===== config.mk =====
export PLATFORM = sky130hd
export DESIGN_NAME = timed_event_table
export DESIGN_NICKNAME = d
export VERILOG_FILES = /design/src/sv/tet_pkg.sv /design/src/sv/timed_event_table.sv /design/src/sv/tet_ram.sv /design/src/sv/tet_alu.sv /design/src/sv/tet_core.sv
export SDC_FILE = /design/constraint.sdc
export NUM_CORES = 2
export LEC_CHECK = 0
export ABC_CLOCK_PERIOD_IN_PS = 20700
export BUFFER_PORTS_ARGS = -buffer_cell sky130_fd_sc_hd__buf_2
export CAP_MARGIN = 40
export CORE_ASPECT_RATIO = 0.7
export CORE_MARGIN = 2
export CORE_UTILIZATION = 28
export CTS_BUF_LIST = sky130_fd_sc_hd__clkbuf_2 sky130_fd_sc_hd__clkbuf_4 sky130_fd_sc_hd__clkbuf_8
export DETAILED_ROUTE_END_ITERATION = 6
export GPL_ROUTABILITY_DRIVEN = 1
export PLACE_DENSITY = 0.4
export SETUP_SLACK_MARGIN = 0.2
export SYNTH_ARGS = -nofsm -noshare
export SYNTH_HDL_FRONTEND = slang
export SYNTH_SLANG_ARGS = --single-unit

===== constraint.sdc =====
create_clock -name clk -period 20.7 [get_ports clk]
set_input_delay 4.14 -clock clk [delete_from_list [all_inputs] [get_ports clk]]
set_output_delay 4.14 -clock clk [all_outputs]
set_load 0.05 [all_outputs]

===== src/sv/tet_pkg.sv =====
// Shared types, command and result codes for the timed event table.
package tet_pkg;

	localparam int NUM_SLOTS_DEF = 16;
	localparam int TIME_W = 63;
	localparam int DLY_W = 40;

	localparam logic [2:0] CMD_ADD      = 3'd0;
	localparam logic [2:0] CMD_SET      = 3'd1;
	localparam logic [2:0] CMD_DEL_OWN  = 3'd2;
	localparam logic [2:0] CMD_DEL_SLOT = 3'd3;
	localparam logic [2:0] CMD_ADVANCE  = 3'd4;

	localparam logic [1:0] KIND_ACK  = 2'd0;
	localparam logic [1:0] KIND_FIRE = 2'd1;
	localparam logic [1:0] KIND_FULL = 2'd2;
	localparam logic [1:0] KIND_DONE = 2'd3;

	// One incoming request.
	typedef struct packed {
		logic [2:0]       command;
		logic [3:0]       slot;
		logic [15:0]      owner;
		logic [7:0]       handler;
		logic [31:0]      arg;
		logic             repeat_req;
		logic [DLY_W-1:0] delay_ns;
		logic [DLY_W-1:0] elapsed_ns;
	} req_t;

	// One result item.
	typedef struct packed {
		logic [1:0]        kind;
		logic [3:0]        slot;
		logic [15:0]       owner;
		logic [7:0]        handler;
		logic [31:0]       arg;
		logic [DLY_W-1:0]  consumed;
		logic [TIME_W-1:0] now;
		logic              last;
	} res_t;

	// One table entry as kept in the slot memory.
	typedef struct packed {
		logic [15:0]       owner;
		logic [7:0]        handler;
		logic [31:0]       arg;
		logic [TIME_W-1:0] deadline;
		logic [DLY_W-1:0]  period;
	} entry_t;

	// Builds a result; the current time is filled in at the output.
	function automatic res_t mk_res(logic [1:0] kind, logic [3:0] slot, logic [15:0] owner,
		logic [7:0] handler, logic [31:0] arg, logic [DLY_W-1:0] consumed, logic last);
		res_t r;
		r.kind = kind;
		r.slot = slot;
		r.owner = owner;
		r.handler = handler;
		r.arg = arg;
		r.consumed = consumed;
		r.now = '0;
		r.last = last;
		return r;
	endfunction

endpackage


===== src/sv/timed_event_table.sv =====
// Top level of the timed event table: request ports, sequencer and output register.
// Add scans for a free slot, then writes it; set writes the slot; delete slot and unknown
// commands answer without a table walk; delete by owner reads and checks every slot first.
// Advance: minimum scan over all slots, one time step, then expiry scan from the last slot,
// with a reload of each fired periodic slot; the block takes one request at a time.
// Reset clears the valid bits and the time base; slot contents are not cleared.
module timed_event_table #(
	parameter int NUM_SLOTS = tet_pkg::NUM_SLOTS_DEF
) (
	input  logic                             clk,
	input  logic                             arst_n,
	input  logic                             req_valid,
	output logic                             req_ready,
	input  logic [2:0]                       command,
	input  logic [3:0]                       slot,
	input  logic [15:0]                      owner,
	input  logic [7:0]                       handler,
	input  logic signed [31:0]               arg,
	input  logic                             repeat_req,
	input  logic [tet_pkg::DLY_W-1:0]        delay_ns,
	input  logic [tet_pkg::DLY_W-1:0]        elapsed_ns,
	output logic                             rsp_valid,
	input  logic                             rsp_ready,
	output logic [1:0]                       kind,
	output logic [3:0]                       slot_res,
	output logic [15:0]                      owner_out,
	output logic [7:0]                       handler_out,
	output logic signed [31:0]               arg_out,
	output logic [tet_pkg::DLY_W-1:0]        consumed_ns,
	output logic [tet_pkg::TIME_W-1:0]       now_ns,
	output logic                             last
);
	import tet_pkg::*;

	req_t req;
	res_t core_res;
	logic core_valid;
	logic core_ready;
	res_t obuf_q;
	logic obuf_valid_q;

	// Gather the request fields.
	always_comb begin
		req.command = command;
		req.slot = slot;
		req.owner = owner;
		req.handler = handler;
		req.arg = arg;
		req.repeat_req = repeat_req;
		req.delay_ns = delay_ns;
		req.elapsed_ns = elapsed_ns;
	end

	tet_core #(
		.NUM_SLOTS (NUM_SLOTS)
	) u_core (
		.clk       (clk),
		.arst_n    (arst_n),
		.req_valid (req_valid),
		.req_ready (req_ready),
		.req       (req),
		.res_valid (core_valid),
		.res_ready (core_ready),
		.res       (core_res)
	);

	// Output register; it takes a new result when empty or being drained.
	assign core_ready = !obuf_valid_q || rsp_ready;

	always_ff @(posedge clk or negedge arst_n) begin
		if (!arst_n) begin
			obuf_valid_q <= 1'b0;
		end else if (core_ready) begin
			obuf_valid_q <= core_valid;
		end
	end

	always_ff @(posedge clk) begin
		if (core_ready && core_valid) begin
			obuf_q <= core_res;
		end
	end

	assign rsp_valid = obuf_valid_q;
	assign kind = obuf_q.kind;
	assign slot_res = obuf_q.slot;
	assign owner_out = obuf_q.owner;
	assign handler_out = obuf_q.handler;
	assign arg_out = obuf_q.arg;
	assign consumed_ns = obuf_q.consumed;
	assign now_ns = obuf_q.now;
	assign last = obuf_q.last;

endmodule


===== src/sv/tet_ram.sv =====
// Generic single-write, single-read RAM with registered read data.
module tet_ram #(
	parameter int WIDTH = 8,
	parameter int DEPTH = 16
) (
	input  logic                                    clk,
	input  logic                                    we,
	input  logic [(DEPTH > 1 ? $clog2(DEPTH) : 1)-1:0] waddr,
	input  logic [WIDTH-1:0]                        wdata,
	input  logic                                    re,
	input  logic [(DEPTH > 1 ? $clog2(DEPTH) : 1)-1:0] raddr,
	output logic [WIDTH-1:0]                        rdata
);

	logic [WIDTH-1:0] mem_q [DEPTH];
	logic [WIDTH-1:0] rdata_q;

	// Write port.
	always_ff @(posedge clk) begin
		if (we) begin
			mem_q[waddr] <= wdata;
		end
	end

	// Read port; data holds until the next read.
	always_ff @(posedge clk) begin
		if (re) begin
			rdata_q <= mem_q[raddr];
		end
	end

	assign rdata = rdata_q;

endmodule


===== src/sv/tet_alu.sv =====
// Shared 63-bit adder and subtractor for deadlines and the time base.
module tet_alu (
	input  logic [tet_pkg::TIME_W-1:0] a,
	input  logic [tet_pkg::TIME_W-1:0] b,
	input  logic                       sub,
	output logic [tet_pkg::TIME_W-1:0] y
);
	import tet_pkg::*;

	// Two's complement subtract by inverting b and adding one; wraps modulo 2^63.
	assign y = a + (sub ? ~b : b) + TIME_W'(sub);

endmodule


===== src/sv/tet_core.sv =====
// Sequencer that walks the slot table for add, delete-by-owner and advance commands.
module tet_core #(
	parameter int NUM_SLOTS = tet_pkg::NUM_SLOTS_DEF
) (
	input  logic          clk,
	input  logic          arst_n,
	input  logic          req_valid,
	output logic          req_ready,
	input  tet_pkg::req_t req,
	output logic          res_valid,
	input  logic          res_ready,
	output tet_pkg::res_t res
);
	import tet_pkg::*;

	localparam int IW = (NUM_SLOTS > 1) ? $clog2(NUM_SLOTS) : 1;
	localparam logic [IW-1:0] LAST_IDX = IW'(NUM_SLOTS - 1);

	typedef enum logic [10:0] {
		S_IDLE    = 11'b00000000001,
		S_FIND    = 11'b00000000010,
		S_WRITE   = 11'b00000000100,
		S_SCAN_RD = 11'b00000001000,
		S_OWN_EV  = 11'b00000010000,
		S_MIN_EV  = 11'b00000100000,
		S_TIME    = 11'b00001000000,
		S_FIRE_RD = 11'b00010000000,
		S_FIRE_EV = 11'b00100000000,
		S_RELOAD  = 11'b01000000000,
		S_RESP    = 11'b10000000000
	} state_t;

	state_t            state_q;
	logic [IW-1:0]     idx_q;
	logic [IW-1:0]     tgt_q;
	logic [2:0]        cmd_q;
	logic [15:0]       own_q;
	logic [7:0]        hnd_q;
	logic [31:0]       arg_q;
	logic              rep_q;
	logic [DLY_W-1:0]  dly_q;
	logic [DLY_W-1:0]  step_q;
	logic [TIME_W-1:0] now_q;
	logic [NUM_SLOTS-1:0] valid_q;
	res_t              res_q;

	logic [TIME_W-1:0] alu_a;
	logic [TIME_W-1:0] alu_b;
	logic              alu_sub;
	logic [TIME_W-1:0] alu_y;
	logic              ram_we;
	logic [IW-1:0]     ram_waddr;
	entry_t            ram_wdata;
	logic              ram_re;
	entry_t            rd;
	logic [TIME_W-1:0] left;
	logic              expired;
	logic [DLY_W-1:0]  stp;
	logic              slot_ok;

	// Operand selection for the shared adder.
	always_comb begin
		alu_a = now_q;
		alu_b = '0;
		alu_sub = 1'b0;
		unique case (state_q)
			S_WRITE: begin
				alu_b = TIME_W'(dly_q);
			end
			S_MIN_EV, S_FIRE_EV: begin
				alu_a = rd.deadline;
				alu_b = now_q;
				alu_sub = 1'b1;
			end
			S_TIME: begin
				alu_b = TIME_W'(stp);
			end
			S_RELOAD: begin
				alu_a = rd.deadline;
				alu_b = TIME_W'(rd.period);
			end
			default: begin
				alu_b = '0;
			end
		endcase
	end

	tet_alu u_alu (
		.a   (alu_a),
		.b   (alu_b),
		.sub (alu_sub),
		.y   (alu_y)
	);

	// Remaining time of the slot being examined; a negative distance counts as reached.
	assign left = alu_y[TIME_W-1] ? '0 : alu_y;
	assign expired = valid_q[idx_q] && (left == '0);
	assign stp = (step_q == '0) ? DLY_W'(1) : step_q;
	assign slot_ok = (32'(req.slot) < NUM_SLOTS);

	// Memory write: a new entry, or a reloaded deadline.
	always_comb begin
		ram_we = (state_q == S_WRITE) || (state_q == S_RELOAD);
		ram_waddr = (state_q == S_WRITE) ? tgt_q : idx_q;
		if (state_q == S_WRITE) begin
			ram_wdata.owner = own_q;
			ram_wdata.handler = hnd_q;
			ram_wdata.arg = arg_q;
			ram_wdata.deadline = alu_y;
			ram_wdata.period = rep_q ? dly_q : '0;
		end else begin
			ram_wdata = rd;
			ram_wdata.deadline = alu_y;
		end
	end

	assign ram_re = (state_q == S_SCAN_RD) || (state_q == S_FIRE_RD);

	tet_ram #(
		.WIDTH ($bits(entry_t)),
		.DEPTH (NUM_SLOTS)
	) u_ram (
		.clk   (clk),
		.we    (ram_we),
		.waddr (ram_waddr),
		.wdata (ram_wdata),
		.re    (ram_re),
		.raddr (idx_q),
		.rdata (rd)
	);

	// Sequencer.
	always_ff @(posedge clk or negedge arst_n) begin
		if (!arst_n) begin
			state_q <= S_IDLE;
			valid_q <= '0;
			now_q <= '0;
			idx_q <= '0;
		end else begin
			unique case (state_q)
				S_IDLE: begin
					if (req_valid) begin
						cmd_q <= req.command;
						own_q <= req.owner;
						hnd_q <= req.handler;
						arg_q <= req.arg;
						rep_q <= req.repeat_req;
						dly_q <= req.delay_ns;
						idx_q <= '0;
						unique case (req.command)
							CMD_ADD: begin
								state_q <= S_FIND;
							end
							CMD_SET: begin
								if (slot_ok) begin
									tgt_q <= IW'(req.slot);
									state_q <= S_WRITE;
								end else begin
									res_q <= mk_res(KIND_ACK, req.slot, '0, '0, '0, '0, 1'b1);
									state_q <= S_RESP;
								end
							end
							CMD_DEL_OWN: begin
								state_q <= S_SCAN_RD;
							end
							CMD_DEL_SLOT: begin
								if (slot_ok) begin
									valid_q[IW'(req.slot)] <= 1'b0;
								end
								res_q <= mk_res(KIND_ACK, req.slot, '0, '0, '0, '0, 1'b1);
								state_q <= S_RESP;
							end
							CMD_ADVANCE: begin
								if (req.elapsed_ns == '0) begin
									res_q <= mk_res(KIND_DONE, '0, '0, '0, '0, '0, 1'b1);
									state_q <= S_RESP;
								end else begin
									step_q <= req.elapsed_ns;
									state_q <= S_SCAN_RD;
								end
							end
							default: begin
								res_q <= mk_res(KIND_ACK, '0, '0, '0, '0, '0, 1'b1);
								state_q <= S_RESP;
							end
						endcase
					end
				end
				S_FIND: begin
					if (!valid_q[idx_q]) begin
						tgt_q <= idx_q;
						state_q <= S_WRITE;
					end else if (idx_q == LAST_IDX) begin
						res_q <= mk_res(KIND_FULL, '0, '0, '0, '0, '0, 1'b1);
						state_q <= S_RESP;
					end else begin
						idx_q <= idx_q + 1'b1;
					end
				end
				S_WRITE: begin
					valid_q[tgt_q] <= 1'b1;
					res_q <= mk_res(KIND_ACK, 4'(tgt_q), '0, '0, '0, '0, 1'b1);
					state_q <= S_RESP;
				end
				S_SCAN_RD: begin
					state_q <= (cmd_q == CMD_ADVANCE) ? S_MIN_EV : S_OWN_EV;
				end
				S_OWN_EV: begin
					if (valid_q[idx_q] && (rd.owner == own_q)) begin
						valid_q[idx_q] <= 1'b0;
					end
					if (idx_q == LAST_IDX) begin
						res_q <= mk_res(KIND_ACK, '0, '0, '0, '0, '0, 1'b1);
						state_q <= S_RESP;
					end else begin
						idx_q <= idx_q + 1'b1;
						state_q <= S_SCAN_RD;
					end
				end
				S_MIN_EV: begin
					if (valid_q[idx_q] && (left < TIME_W'(step_q))) begin
						step_q <= left[DLY_W-1:0];
					end
					if (idx_q == LAST_IDX) begin
						state_q <= S_TIME;
					end else begin
						idx_q <= idx_q + 1'b1;
						state_q <= S_SCAN_RD;
					end
				end
				S_TIME: begin
					step_q <= stp;
					now_q <= alu_y;
					idx_q <= LAST_IDX;
					state_q <= S_FIRE_RD;
				end
				S_FIRE_RD: begin
					state_q <= S_FIRE_EV;
				end
				S_FIRE_EV: begin
					if (expired) begin
						res_q <= mk_res(KIND_FIRE, 4'(idx_q), rd.owner, rd.handler, rd.arg,
							'0, 1'b0);
						if (rd.period != '0) begin
							state_q <= S_RELOAD;
						end else begin
							valid_q[idx_q] <= 1'b0;
							state_q <= S_RESP;
						end
					end else if (idx_q == '0) begin
						res_q <= mk_res(KIND_DONE, '0, '0, '0, '0, step_q, 1'b1);
						state_q <= S_RESP;
					end else begin
						idx_q <= idx_q - 1'b1;
						state_q <= S_FIRE_RD;
					end
				end
				S_RELOAD: begin
					state_q <= S_RESP;
				end
				S_RESP: begin
					if (res_ready) begin
						if (res_q.last) begin
							state_q <= S_IDLE;
						end else if (idx_q == '0) begin
							res_q <= mk_res(KIND_DONE, '0, '0, '0, '0, step_q, 1'b1);
						end else begin
							idx_q <= idx_q - 1'b1;
							state_q <= S_FIRE_RD;
						end
					end
				end
				default: begin
					state_q <= S_IDLE;
				end
			endcase
		end
	end

	assign req_ready = (state_q == S_IDLE);
	assign res_valid = (state_q == S_RESP);

	// The result carries the time base as it stands after the step.
	always_comb begin
		res = res_q;
		res.now = now_q;
	end

`ifndef ASSERT_OFF
	a_now_moves_only_on_step: assert property (@(posedge clk) disable iff (!arst_n)
		(state_q != S_TIME) |=> $stable(now_q))
		else $error("time base changed outside the step state");

	a_step_nonzero: assert property (@(posedge clk) disable iff (!arst_n)
		(state_q == S_TIME) |=> (step_q != '0))
		else $error("advance step is zero");

	a_reload_has_period: assert property (@(posedge clk) disable iff (!arst_n)
		(state_q == S_RELOAD) |-> (rd.period != '0))
		else $error("reload of a one-shot slot");

	a_fire_not_last: assert property (@(posedge clk) disable iff (!arst_n)
		(res_valid && (res_q.kind == KIND_FIRE)) |-> !res_q.last)
		else $error("fired event marked as final result");
`endif

endmodule


# ---- After elaboration in Yosys (flattened, before gate mapping)
# Memories as Yosys holds them, arrays and structs flattened. A register that Yosys moved wholly into a read port is not among the register bits.
# Cells that the tools add are included.
dict set report word_totals {
  ff_bits 508
  ram_bits 2544
  out_inout_bits 168
  memories 1
}
# name words width read_ports rd_clocked_by_memory_dff write_ports line_no
set memory_table {}
lappend memory_table {u_core.u_ram.mem_q 16 159 1 1 1 tet_ram.sv:15} ;# logic [WIDTH-1:0] mem_q [DEPTH];
dict set report op_classes {
  add_sub_neg 4
  order_cmp 7
  n_eq_ne 40
  mux 69
  n_bitwise 6
  reduce_logical 35
}
# op n
set ops {}
lappend ops {{166-bit 2-to-1 mux} 10}
lappend ops {{166-bit one-hot mux with 6 select lines} 1}
lappend ops {{166-bit one-hot mux with 3 select lines} 1}
lappend ops {{63-bit one-hot mux with 4 select lines} 1}
lappend ops {{40-bit 2-to-1 mux} 6}
lappend ops {{159-bit 2-to-1 mux} 1}
lappend ops {{63-bit 2-to-1 mux} 2}
lappend ops {{11-bit 2-to-1 mux} 11}
lappend ops {{40-bit one-hot mux with 3 select lines} 1}
lappend ops {{11-bit one-hot mux with 10 select lines} 1}
lappend ops {{40-bit logical NOT} 2}
lappend ops {{16-bit 2-to-1 mux} 5}
lappend ops {{16-bit one-hot mux with 4 select lines} 1}
lappend ops {{63-bit by 1-bit adder with 63-bit output} 1}
lappend ops {{63-bit adder} 1}
lappend ops {{63-bit logical NOT} 1}
lappend ops {{63-bit by 40-bit less-than comparator with 1-bit output} 1}
lappend ops {{63-bit inverter} 1}
lappend ops {{62-bit 2-to-1 mux} 1}
lappend ops {{4-bit 2-to-1 mux} 11}
lappend ops {{11-bit one-hot mux with 4 select lines} 1}
lappend ops {{40-bit nonzero test} 1}
lappend ops {{16-bit bitwise AND} 2}
lappend ops {{16-bit inverter} 2}
lappend ops {{50 further kinds} 95}

# ---- Longest topological paths before layout
dict set report logic_depth {
  depth_word 12
  depth_mapped 35
  mapped_depth_nobuf 29
}

# ---- Cells and area by module
# A second synthesis with hierarchy kept.
dict set report hier_totals {
  cells_unflattened 6861
  area_unflattened_um2 128330.6
}
# mod instances cells_per_inst area_per_inst_um2 seq_area_each_um2
set by_module_without_submodules {}
lappend by_module_without_submodules {tet_ram 1 4161 100447.6 81167.8}
lappend by_module_without_submodules {tet_core 1 1917 18561.6 9770.6}
lappend by_module_without_submodules {timed_event_table 1 170 5038.6 5009.8}
lappend by_module_without_submodules {tet_alu 1 613 4282.9 0.0}

# ---- Least setup slack after synthesis
# OpenSTA, ideal clock, no wires.
dict set report synth_path {
  kind {flip-flop to flip-flop}
  startpoint {register u_core.state_q[0]}
  endpoint {register u_core.res_q, in the netlist u_core.res[100], enable pin}
  setup_time_ns 0.709
  t_arrival_ns 14.047
  required_ns 19.991
  slack_ns 5.944
  stages_incl_launch_ff 23
  synth_period_minus_slack_ns 14.756
  path_cell_list {dfstp_2 -> buf_2 -> or3_4 -> or3_4 -> nor4b_1 -> nand2b_1 -> clkbuf_1 -> clkbuf_1 -> mux2_2 -> ha_1 -> clkbuf_1 -> a21o_1 -> a21oi_1 -> a21o_1 -> a31oi_1 -> a221oi_1 -> xnor2_1 -> or4_1 -> nor4_1 -> nand4_1 -> o31ai_4 -> nor3_1 -> nor3b_1}
}
dict set report synth_between {
  elab_chain_cells 12
  word_cells_on_any_way 33
  classes_between {add/sub (2); eq/ne (19); mux (5); bitwise (1); reduce/logical (6)}
}
# element line_no
set synth_rtl {}
lappend synth_rtl {{from (decl)} tet_core.sv:33} ;# state_t state_q;
lappend synth_rtl {{from (signal assigned)} tet_core.sv:206} ;# state_q <= (cmd_q == CMD_ADVANCE) ? S_MIN_EV : S_OWN_EV;
lappend synth_rtl {{11-bit by 6-bit equality test with 1-bit output / 11-bit by 9-bit equality test with 1-bit output (equally long branches)} tet_core.sv:66} ;# unique case (state_q)
lappend synth_rtl {{2-bit OR reduction} --}
lappend synth_rtl {{63-bit one-hot mux with 4 select lines} tet_core.sv:66}
lappend synth_rtl {{63-bit inverter} tet_alu.sv:11} ;# assign y = a + (sub ? ~b : b) + TIME_W'(sub);
lappend synth_rtl {{63-bit 2-to-1 mux} tet_alu.sv:11}
lappend synth_rtl {{63-bit adder} tet_alu.sv:11}
lappend synth_rtl {{63-bit by 1-bit adder with 63-bit output (*)} tet_alu.sv:11}
lappend synth_rtl {{via u_core.alu_y[44]} tet_core.sv:50} ;# logic [TIME_W-1:0] alu_y;
lappend synth_rtl {{62-bit 2-to-1 mux (*)} tet_core.sv:96} ;# assign left = alu_y[TIME_W-1] ? '0 : alu_y;
lappend synth_rtl {{63-bit logical NOT (*)} tet_core.sv:97} ;# assign expired = valid_q[idx_q] && (left == '0);
lappend synth_rtl {{1-bit logical AND (*)} tet_core.sv:97}
lappend synth_rtl {{3-bit by 1-bit inequality test with 1-bit output (no source line) (*)} --}
lappend synth_rtl {{12-bit AND reduction (no source line) (*)} --}
lappend synth_rtl {{to (signal assigned)} tet_core.sv:159} ;# res_q <= mk_res(KIND_ACK, req.slot, '0, '0, '0, '0, 1'b1);
lappend synth_rtl {{to (signal assigned)} tet_core.sv:170} ;# res_q <= mk_res(KIND_ACK, req.slot, '0, '0, '0, '0, 1'b1);
lappend synth_rtl {{to (signal assigned)} tet_core.sv:175} ;# res_q <= mk_res(KIND_DONE, '0, '0, '0, '0, '0, 1'b1);
lappend synth_rtl {{to (decl)} tet_core.sv:45} ;# res_t res_q;
# Mark *: on every way through the listed nets, which the timed path passes. The rest lies on a longest branch.
# A chain may end at the register's enable or synchronous reset.

# ---- Worst setup path in the final report
dict set report layout_path {
  startpoint {register u_core.state_q[6]}
  endpoint {register u_core.res_q, in the netlist u_core.res[137], enable pin}
}
# The elaborated chain is that of the path after synthesis.

==> summary.md <==
Largest driver fanout on the critical path: 52. The post-route clock period utilization was 50.5%. The critical path endpoint category is a flip-flop. The run gives 69376 as the total via count after detailed routing. The largest individual stage delay along the critical path comes from the cell nor4_1.

Yosys printed 0 warnings. For this run, the leading register cell type out of synthesis is edfxtp_1. The routed design uses 207000 um of met2 wire. The number of H-tree branching levels is 6, and the post-detailed-route count of antenna-violating nets is 0. On the worst path, the slowest cell contributes a delay of 0.82 ns. The mapped cell area came out at 128000 um^2.

The synthesized netlist devotes 3.14% of its cell area to compound gates. Walking the worst path, the cells encountered are or3_1 -> or3_4 -> nor4b_2 -> buf_4 -> nand2b_4 -> buf_16 -> mux2_2 -> ha_1 -> o2111ai_1 -> a211oi_1 -> buf_4 -> nor3_1 -> o31ai_1 -> a31oi_1 -> xor2_1 -> inv_1 -> nor4_1 -> nand4_1 -> o31ai_4 -> nor3_1 -> nor3b_2 -> buf_4 -> buf_16 -> buf_4. For the cell leakage power, the log shows 0.0496 uW. Wire segments on met3 add up to 22900 um in the final route. In this run, the number of DRC markers left after iteration 0 of detailed routing was 7361. The logs give 316 for the total I/O pin count and 0.0991 ns for the worst clock skew.

Based on the critical path, the design can be clocked at up to 95.6 MHz. The relative slew slack is 14.8%, and the average via count per standard cell is 5.04. Setup total negative slack on the finished layout was measured at 0 ns. The number of flip-flops and latches in the synthesized netlist is 3211, and the data arrival time of the worst path is 11.23 ns.

The floorplan die height is 570 um. The filler cell count in the final layout is 43403, and the clock input transition at the sequential cells of the worst setup and hold paths is 0.07 ns. The top routing layer in use was met5. Setup violations remaining at the end of the flow were counted as 0.

In this run the worst hold path is classified as reg2reg. The net count after synthesis was 6782. The routability-driven placement congestion ratio came out at 0.931.

The most numerous cell type found on the critical path is buf_4. The dominant combinational cell family by area after synthesis is multiplexers. The type of element launching the critical path was a flip-flop. Buffers inserted to repair hold after CTS numbered 0. The share of the synthesized area in the top cell type came out at 73.0%. The adder-cell share of the synthesized area was 0.974%; the final-stage net count was 7542.

The area growth from synthesis to layout is 16.6%. In this run, CTS created clock tree buffers numbering 538. At the later pin of the worst-skew pair, clock insertion delay measures 1.20 ns. The finished layout holds 13771 standard cells, fillers aside.

Once layout is done, the placed cells without fillers occupy 150000 um^2. TritonCTS built the clock tree. Yosys instantiated no cell more often than edfxtp_1. After floorplanning, the core was divided into 207 placement rows. The count of buffers added on input and output ports is 315.

Across every metal layer, demand over resource in global routing totals 18.5%. The post-CTS repair timing setup buffer count was 0. Dividing the detail-routed wire length by the instance count gives 31.8 um.

The cell area power density works out to 105 nW/um^2. The critical path is of the reg2reg type. The synthesized netlist devotes 4.53% of its cell area to simple gates. Dividing the synthesized area by the synthesized cell count gives 19.6 um^2.

Setup repair after global routing left no endpoint under its margin. Number of remaining DRC errors: 0. The mux contribution to synthesized area came out at 14.7%.

In the final routing, the length of wire on met1 measures 198000 um. The netlist uses 86 different library cells. The tools report the maximum number of pins on one net before global-route repair as 140.

For this configuration, the core starts out at a cell density of 28.2%. Of the total synthesized cell area, the portion taken by XOR and XNOR cells is 0.496%. Number of instances in the placed design: 12818. Length of the first detailed-routing pass in iterations: 6.

The final setup slack of the worst path is 10.24 ns. Synthesis produced a netlist whose cell count is 6537. By area the synthesized netlist is led by edfxtp_1 (73%), mux4_2 (14%), dfrtp_1 (1.8%), nand2_1 (1.6%), ha_1 (0.93%). The floorplan step defined a die boundary enclosing 464000 um^2. For the number of maximum-capacitance violations, the log shows 0. The total core area came out at 455000 um^2. The first-pass GRT wire length came out at 600000 um.

For the total number of clock tree sinks, the log shows 3211. The total overflow left after global routing is 0. The tools report the pre-CTS worst setup slack as 10.44 ns. The tools report the via count of the first global-routing pass as 71215. Across the VDD grid, the largest voltage drop is 0.107 mV. The tools report the initial antenna violation count as 58. The count of flip-flops with a built-in enable after synthesis is 3116, and the clock period minus final worst setup slack is 10.46 ns. Summing all placed instances gives a cell area of 139000 um^2. Sequential elements use 74.8% of the synthesized area. Once detailed placement completed, the half-perimeter wirelength came to 268000 um.

The cell sitting at the root of the clock tree is a clkbuf_8. The flow ran to the end, and the final reports show no timing, DRC or antenna violations. The die boundary width is 813 um. Summed over all instances, the cell type with the most area after synthesis is edfxtp_1. For the post-cts resize count, the log shows 0.

Required time of the worst setup path: 21.47 ns. The run gives 0 as the number of max-slew violations in the final report. Number of hold-slack violations in the final timing report: 0. Cells with a size suffix above 1 make up 30.1% of the layout. Maximum clock insertion buffer count: 4.

Ranked by instance count, the synthesized netlist is headed by edfxtp_1 (3116), mux4_2 (800), nand2_1 (548). For this block, the routed nets add up to 438000 um of wire. For the pin with the worst max-slew slack, the measured transition is 1.28 ns. In the synthesized netlist the async set-or-reset flop fraction comes to 2.96%.
## cell families after synthesis
kind of cell | Yosys count
AO/OA/AOI/OAI | 601
adder cells (fa/ha/maj) | 99
flip-flops | 3211
multiplexers | 877
AND/OR/NAND/NOR | 1235
XOR/XNOR | 71
buffers and inverters | 443
## cells in the final DEF, fill, tap and decap left out, types with 39 or more instances in the layout
cell         n
inv_1      110
dfrtp_1     90
clkbuf_8   555
mux2_2      67
o21ai_0    167
and2_1     111
ha_1        95
clkbuf_4   174
clkinv_2    39
buf_2      316
nand3_1     87
xnor2_1     48
nor4_1      51
clkinv_1   114
nand4_1     54
a21oi_1    136
edfxtp_1  3116
nor3_1      46
buf_4      173
mux4_2     800
nor2_1     183
nand2_1    547
## power breakdown
| group | internal [uW] | leakage [uW] | total [uW] | switching [uW] |
|---|---|---|---|---|
| registers | 7440 | 0.0309 | 7600 | 164 |
| logic | 1150 | 0.0133 | 2600 | 1450 |
| clock network | 2890 | 0.00542 | 5570 | 2680 |
## layer usage
layer / global-route usage (%) / vias to the layer above
li1: - / 28401
met1: 26.3 / 38016
met2: 29.8 / 2349
met3: 2.81 / 586
met4: 4.39 / 24
met5: 0 / -
## metrics by stage
stage | hold WS, ns | power, uW | util (%)
finish | 0.392 | 15800 | 32.9
global route | 0.395 | 16400 | 32.8
CTS | 0.392 | 16000 | 32.8
detailed placement | 0.405 | 10400 | 30.6
global placement | 0.406 | 10300 | 30.3
floorplan | 0.400 | 9510 | -
## state kept, by name, summed over array words and instances (netlist names), 40 cells and up
signal / flops
consumed_ns: 40
now_ns: 63
u_core.u_ram.rdata: 159
u_core.step_q: 40
u_core.now_q: 63
u_core.dly_q: 40
u_core.u_ram.mem_q: 2544
u_core.res: 103
## worst paths after layout
kind | start | to | slack, ns | cells after the start
max | u_core.state_q[6] | u_core.res[137] | 10.24 | 24
min | u_core.res[90] | consumed_ns[26] | 0.39 | 0
max reg2reg | u_core.state_q[6] | u_core.res[137] | 10.24 | 24
min reg2reg | u_core.res[90] | consumed_ns[26] | 0.39 | 0
max in group asynchronous | arst_n | u_core.idx_q[2] | 16.75 | 2
min in group asynchronous | arst_n | u_core.now_q[9] | 2.86 | 1
## critical path: cells and delay by family, from the launching register on
| family | cells | cell delay [ns] |
|---|---|---|
| AO/OA/AOI/OAI | 5 | 2.36 |
| XOR/XNOR | 1 | 0.41 |
| adder cells (fa/ha/maj) | 1 | 0.51 |
| buffers and inverters | 7 | 2.36 |
| flip-flops | 1 | 0.44 |
| multiplexers | 1 | 0.37 |
| AND/OR/NAND/NOR | 9 | 3.42 |
## final cells by class
cell class / count / area (um^2) / area share [%]
Tap cell: 6061 / 7580 / 5.07
Antenna cell: 15 / 37.5 / 0.0251
Sequential cell: 3211 / 96000 / 64.2
Clock inverter: 209 / 1320 / 0.885
Inverter: 110 / 413 / 0.276
Timing Repair Buffer: 553 / 4330 / 2.89
Clock buffer: 729 / 8940 / 5.98
Multi-Input combinational cell: 2883 / 30900 / 20.7
No activity file was read; power rests on OpenSTA's default activity.
